## src/hdl/tccw_pkg.sv

```systemverilog
// Shared types, constants and helpers for the text console cell writer.
package tccw_pkg;

    localparam int COLS     = 80;
    localparam int ROWS     = 25;
    localparam int CELLS    = COLS * ROWS;
    localparam int COL_W    = $clog2(COLS);
    localparam int ROW_W    = $clog2(ROWS);
    localparam int ROWN_W   = ROW_W + 1;
    localparam int ADDR_W   = $clog2(CELLS);
    localparam int SWP_W    = $clog2(CELLS + 1);
    localparam int CELL_W   = 16;
    localparam int CURSOR_W = 11;
    localparam int CFG_IDX_W = 1;

    localparam logic [7:0] DEFAULT_ATTR_RST = 8'h0f;
    localparam logic [7:0] ERROR_ATTR_RST   = 8'hf4;
    localparam logic [7:0] CHAR_NEWLINE     = 8'd10;
    localparam logic [7:0] CHAR_BACKSPACE   = 8'h08;
    localparam logic [7:0] CHAR_SPACE       = 8'h20;
    localparam logic [7:0] CHAR_ERROR       = 8'h45;

    localparam logic [2:0] REQ_PRINT_CUR = 3'd0;
    localparam logic [2:0] REQ_PRINT_POS = 3'd1;
    localparam logic [2:0] REQ_BACKSPACE = 3'd2;
    localparam logic [2:0] REQ_CLEAR     = 3'd3;
    localparam logic [2:0] REQ_READ      = 3'd4;

    localparam logic [CFG_IDX_W-1:0] REG_DEFAULT_ATTR = 1'b0;
    localparam logic [CFG_IDX_W-1:0] REG_ERROR_ATTR   = 1'b1;

    localparam logic [1:0] SWP_ZERO   = 2'd0;
    localparam logic [1:0] SWP_SCROLL = 2'd1;
    localparam logic [1:0] SWP_CLEAR  = 2'd2;

    typedef struct packed {
        logic [2:0] req_type;
        logic [7:0] ch;
        logic [6:0] column;
        logic [4:0] line;
        logic [7:0] attr;
    } in_item_t;

    typedef struct packed {
        logic [CURSOR_W-1:0] cursor_cell;
        logic [7:0]          cell_char;
        logic [7:0]          cell_attr;
        logic                coord_error;
    } out_item_t;

    typedef struct packed {
        logic       latch_req;
        logic       emit;
        logic       write_err;
        logic       rd_issue;
        logic       rd_capture;
        logic       cursor_zero;
        logic       sweep_run;
        logic [1:0] sweep_mode;
        logic       load_result;
    } ctl_cmd_t;

    typedef struct packed {
        logic [2:0] req_type;
        logic       bad;
        logic       scroll;
        logic       sweep_last;
    } dp_stat_t;

    function automatic logic [ADDR_W-1:0] cell_addr(input logic [ROW_W-1:0] row,
                                                    input logic [COL_W-1:0] col);
        cell_addr = ADDR_W'(row) * ADDR_W'(COLS) + ADDR_W'(col);
    endfunction

endpackage

```

## src/hdl/tccw_controller.sv

```systemverilog
// Controller state machine: sequences each transaction and the store sweeps.
module tccw_controller (
    input  logic                 clk,
    input  logic                 rst_n,
    input  logic                 start,
    input  tccw_pkg::dp_stat_t   stat,
    output tccw_pkg::ctl_cmd_t   cmd,
    output logic                 busy
);

    import tccw_pkg::*;

    localparam logic [2:0] ST_INIT   = 3'd0;
    localparam logic [2:0] ST_IDLE   = 3'd1;
    localparam logic [2:0] ST_EXEC   = 3'd2;
    localparam logic [2:0] ST_RDWAIT = 3'd3;
    localparam logic [2:0] ST_SCROLL = 3'd4;
    localparam logic [2:0] ST_CLEAR  = 3'd5;
    localparam logic [2:0] ST_DONE   = 3'd6;

    logic [2:0] state_reg;
    logic [2:0] state_next;

    always_comb
    begin
        state_next = state_reg;
        cmd        = '0;
        unique case (state_reg)
            ST_INIT:
            begin
                cmd.sweep_run  = 1'b1;
                cmd.sweep_mode = SWP_ZERO;
                if (stat.sweep_last)
                begin
                    state_next = ST_IDLE;
                end
            end
            ST_IDLE:
            begin
                if (start)
                begin
                    cmd.latch_req = 1'b1;
                    state_next    = ST_EXEC;
                end
            end
            ST_EXEC:
            begin
                state_next = ST_DONE;
                unique case (stat.req_type) inside
                    REQ_PRINT_CUR, REQ_BACKSPACE:
                    begin
                        cmd.emit = 1'b1;
                        if (stat.scroll)
                        begin
                            state_next = ST_SCROLL;
                        end
                    end
                    REQ_PRINT_POS:
                    begin
                        if (stat.bad)
                        begin
                            cmd.write_err = 1'b1;
                        end
                        else
                        begin
                            cmd.emit = 1'b1;
                            if (stat.scroll)
                            begin
                                state_next = ST_SCROLL;
                            end
                        end
                    end
                    REQ_CLEAR:
                    begin
                        cmd.cursor_zero = 1'b1;
                        state_next      = ST_CLEAR;
                    end
                    REQ_READ:
                    begin
                        if (!stat.bad)
                        begin
                            cmd.rd_issue = 1'b1;
                            state_next   = ST_RDWAIT;
                        end
                    end
                    default:
                    begin
                        state_next = ST_DONE;
                    end
                endcase
            end
            ST_RDWAIT:
            begin
                cmd.rd_capture = 1'b1;
                state_next     = ST_DONE;
            end
            ST_SCROLL:
            begin
                cmd.sweep_run  = 1'b1;
                cmd.sweep_mode = SWP_SCROLL;
                if (stat.sweep_last)
                begin
                    state_next = ST_DONE;
                end
            end
            ST_CLEAR:
            begin
                cmd.sweep_run  = 1'b1;
                cmd.sweep_mode = SWP_CLEAR;
                if (stat.sweep_last)
                begin
                    state_next = ST_DONE;
                end
            end
            ST_DONE:
            begin
                cmd.load_result = 1'b1;
                state_next      = ST_IDLE;
            end
            default:
            begin
                state_next = ST_IDLE;
            end
        endcase
    end

    always_ff @(posedge clk or negedge rst_n)
    begin
        if (!rst_n)
        begin
            state_reg <= ST_INIT;
        end
        else
        begin
            state_reg <= state_next;
        end
    end

    assign busy = (state_reg != ST_IDLE);

endmodule
```

## config.mk

```make
export PLATFORM = sky130hd
export DESIGN_NAME = tccw_controller
export DESIGN_NICKNAME = d
export VERILOG_FILES = /design/src/hdl/tccw_pkg.sv /design/src/hdl/tccw_controller.sv
export SDC_FILE = /design/constraint.sdc
export NUM_CORES = 1
export LEC_CHECK = 0
export ABC_AREA = 0
export BUFFER_PORTS_ARGS = -buffer_cell sky130_fd_sc_hd__buf_2
export CELL_PAD_IN_SITES_DETAIL_PLACEMENT = 1
export CELL_PAD_IN_SITES_GLOBAL_PLACEMENT = 2
export CORE_MARGIN = 2
export CORE_UTILIZATION = 19
export CTS_CLUSTER_SIZE = 28
export DETAILED_ROUTE_END_ITERATION = 7
export PLACE_DENSITY = 0.73
export SETUP_SLACK_MARGIN = 0.1
export SYNTH_ARGS = -nofsm -noshare
export SYNTH_HDL_FRONTEND = slang
export SYNTH_SLANG_ARGS = --single-unit
```

## constraint.sdc

```tcl
create_clock -name clk -period 2.85 [get_ports clk]
set_input_delay 0.57 -clock clk [delete_from_list [all_inputs] [get_ports clk]]
set_output_delay 0.57 -clock clk [all_outputs]
set_load 0.01 [all_outputs]
```

==> results.yml <==
sta:
  fin_crit_ns: 2.14
  finalCritPeriodShare: 0.752
  drv_slew: 0
  tns_ns: 0
  fmax_ghz: 0.467
  worst_clock_skew_ns: 0.000983
  slew_headroom: 0.825
  tightest_slew_ns: 0.261
  hold_viol: 0
  rsz0062_at_grt: "no"
  setup_viol: 0
cells_and_area:
  num-fill-cells: 174
  layout.area.seq_um2: 75.1
  multi_input_area_um2: 188
  diodes: 0
  drive_gt1_frac: 0.464
  largest_register_ffs: 3
  nets: 66
  area_growth_syn_to_layout_pct: 52.6
place:
  gp_congestion: 0.694
  io_buffers: 19
  post-dp-hpwl_um: 643
global_route:
  grt_pass1_wl_um: 1410
  antenna_found_initial: 0
  grt_use_total: 0.109
  grt_pass1_vias: 342
  grt_max_degree: 9
  gr-total-overflow: 0
synth:
  synthAdderAreaFrac: 0
  synthCells: 33
  synth_cell_types: 17
  synth_compound_area_frac: 0.216
  yosys_warnings: 0
  synth_nets: 42
  synth_top_family_by_area: "simple AND/OR/NAND/NOR gates"
  synth_top_cells_by_area: "dfrtp_1, o21a_1, nand2_1, nor2_1, a221oi_2"
  synth_top_area_share: 0.282
  syn_avg_cell_area_um2: 8.08
  seq_area_frac_synth: 0.282
  synthMuxAreaShare: 0
  yosysTopAreaCell: "dfrtp_1"
  synth_edf_count: 0
  synth_area_um2: 267
  async_flop_share: 1.00
  synthFlopType: "dfrtp_1"
  synth_simple_gate_area_frac: 0.488
  synth_commonest_cells: "nand2_1, nor2_1, dfrtp_1, o21a_1"
  yosys_register_bits: 3
  synth_xor_area_frac: 0
power_and_ir_drop:
  power_density_nw_per_um2: 951
  switchingPower_mw: 0.169
  intPower_mw: 0.218
  p_leak_nw: 0.209
  total_power_mw: 0.387
  comb_power_share: 0.535
  clkPwrFrac: 0.193
  seq_power_share: 0.272
  swShare: 0.437
  worst_ir_drop_vdd_uv: 262
drt:
  final_antenna_net_count: 0
  post_drt_wl_per_cell_um: 11.0
  routedLengthMet1_um: 311
  routed-wl-met3_um: 75
  dr.first_iter.drc_count: 1
  routed.top_layer: "met4"
  drcViolationCount: 0
  wl_met2_um: 378
  vias_per_cell: 4.58
  dr.pass1.iters: 2
  dr_total_vias: 325
  wl_um: 784
clock_tree:
  cts_resized: 0
  hold_buffers: 0
  post-cts-setup-buffers: 0
  cts_buffer_depth: 2
  tritoncts: "done"
  cts_inserted_buffers: 3
  cts.reportedPaths.clkPinSlew_ns: 0.04
  clkSinkCount: 3
  cts-htree-levels: 1
  clkLatencyLatePin_ns: 0.23
  clk_root_buffer_cell: "clkbuf_4"
setup_path:
  crit_type: "input pin to primary output"
  required_ns: 2.28
  cp-start-kind: "input pin"
  cp.arrival_ns: 1.57
  critPathCaptureType: "primary output"
  path_max_fanout: 4
floorplanning:
  die_y_um: 41.5
  rows: 13
  start_util: 0.205
  die_width_um: 41.5
  core_area_um2: 1300
  pin_count: 20
  dieArea_um2: 1720
status:
  outcome: "complete, no violations"
worst_hold_path:
  hold_class: "input pin to async pin"
run:
  maxCapViolations: 0
## cells in the final DEF, fill, tap and decap left out, drive strengths merged
cell / count
buf: 19
nor2: 5
nand2: 5
clkbuf: 4
o21a: 3
dfrtp: 3
nor2b: 2
nand3b: 2
and2: 2
o21ai: 2
inv: 1
or4: 1
or4b: 1
nor4: 1
and2b: 1
and3: 1
nor3b: 1
a221oi: 1
a221o: 1
## critical path: stages
cell and delay [ns]:
buf_2 0.12, or4b_4 0.55, nor4_1 0.17, buf_2 0.17
## per-layer routing
layer / up-vias / track usage
li1: 164 / -
met1: 143 / 0.111
met2: 16 / 0.172
met3: 2 / 0.0391
met4: 0 / 0.0968
met5: - / 0
## final cells by class
class	count	area share
well taps	15	0.0462
repair buffers	19	0.234
clock buffers	4	0.0646
multi-input cells	29	0.462
inverters	1	0.00923
flip-flops and latches	3	0.185
## cell families after synthesis
logic type,count (synthesis)
buffers and inverters,1
DFF,3
and+or+nand+nor,22
AOI/OAI and AO/OA,7
## stage by stage
stage | setup WS (ns) | hold WS (ns) | util | cell area (µm²) | instances
after floorplan | 0.807 | 0.274 | - | 267 | 33
after global placement | 0.693 | 0.365 | 0.292 | 380 | 67
after detailed placement | 0.700 | 0.370 | 0.292 | 380 | 67
after CTS | 0.692 | 0.120 | 0.313 | 407 | 71
after global routing | 0.617 | 0.119 | 0.313 | 407 | 71
final | 0.706 | 0.124 | 0.313 | 407 | 71
## power groups by stage
stage               sequential, mW  combinational [mW]  clock [mW]
floorplan                   0.0937               0.144           0
global route                 0.114               0.234      0.0800
global placement             0.108               0.211           0
detailed placement           0.107               0.211           0
finish                       0.105               0.207      0.0745
CTS                          0.107               0.212      0.0778
## worst paths after layout
path	start	end	slack (ns)	cells after the start
max in group asynchronous	rst_n	state_reg[1]	2.62	1
worst min-delay path	rst_n	state_reg[0]	0.12	1
worst max-delay path	stat[4]	cmd[6]	0.71	4
worst max register to register	state_reg[0]	state_reg[1]	1.67	3
worst min register to register	state_reg[2]	state_reg[2]	0.66	2
min in group clk	stat[0]	state_reg[1]	0.60	2
No activity file was read; power rests on OpenSTA's default activity.
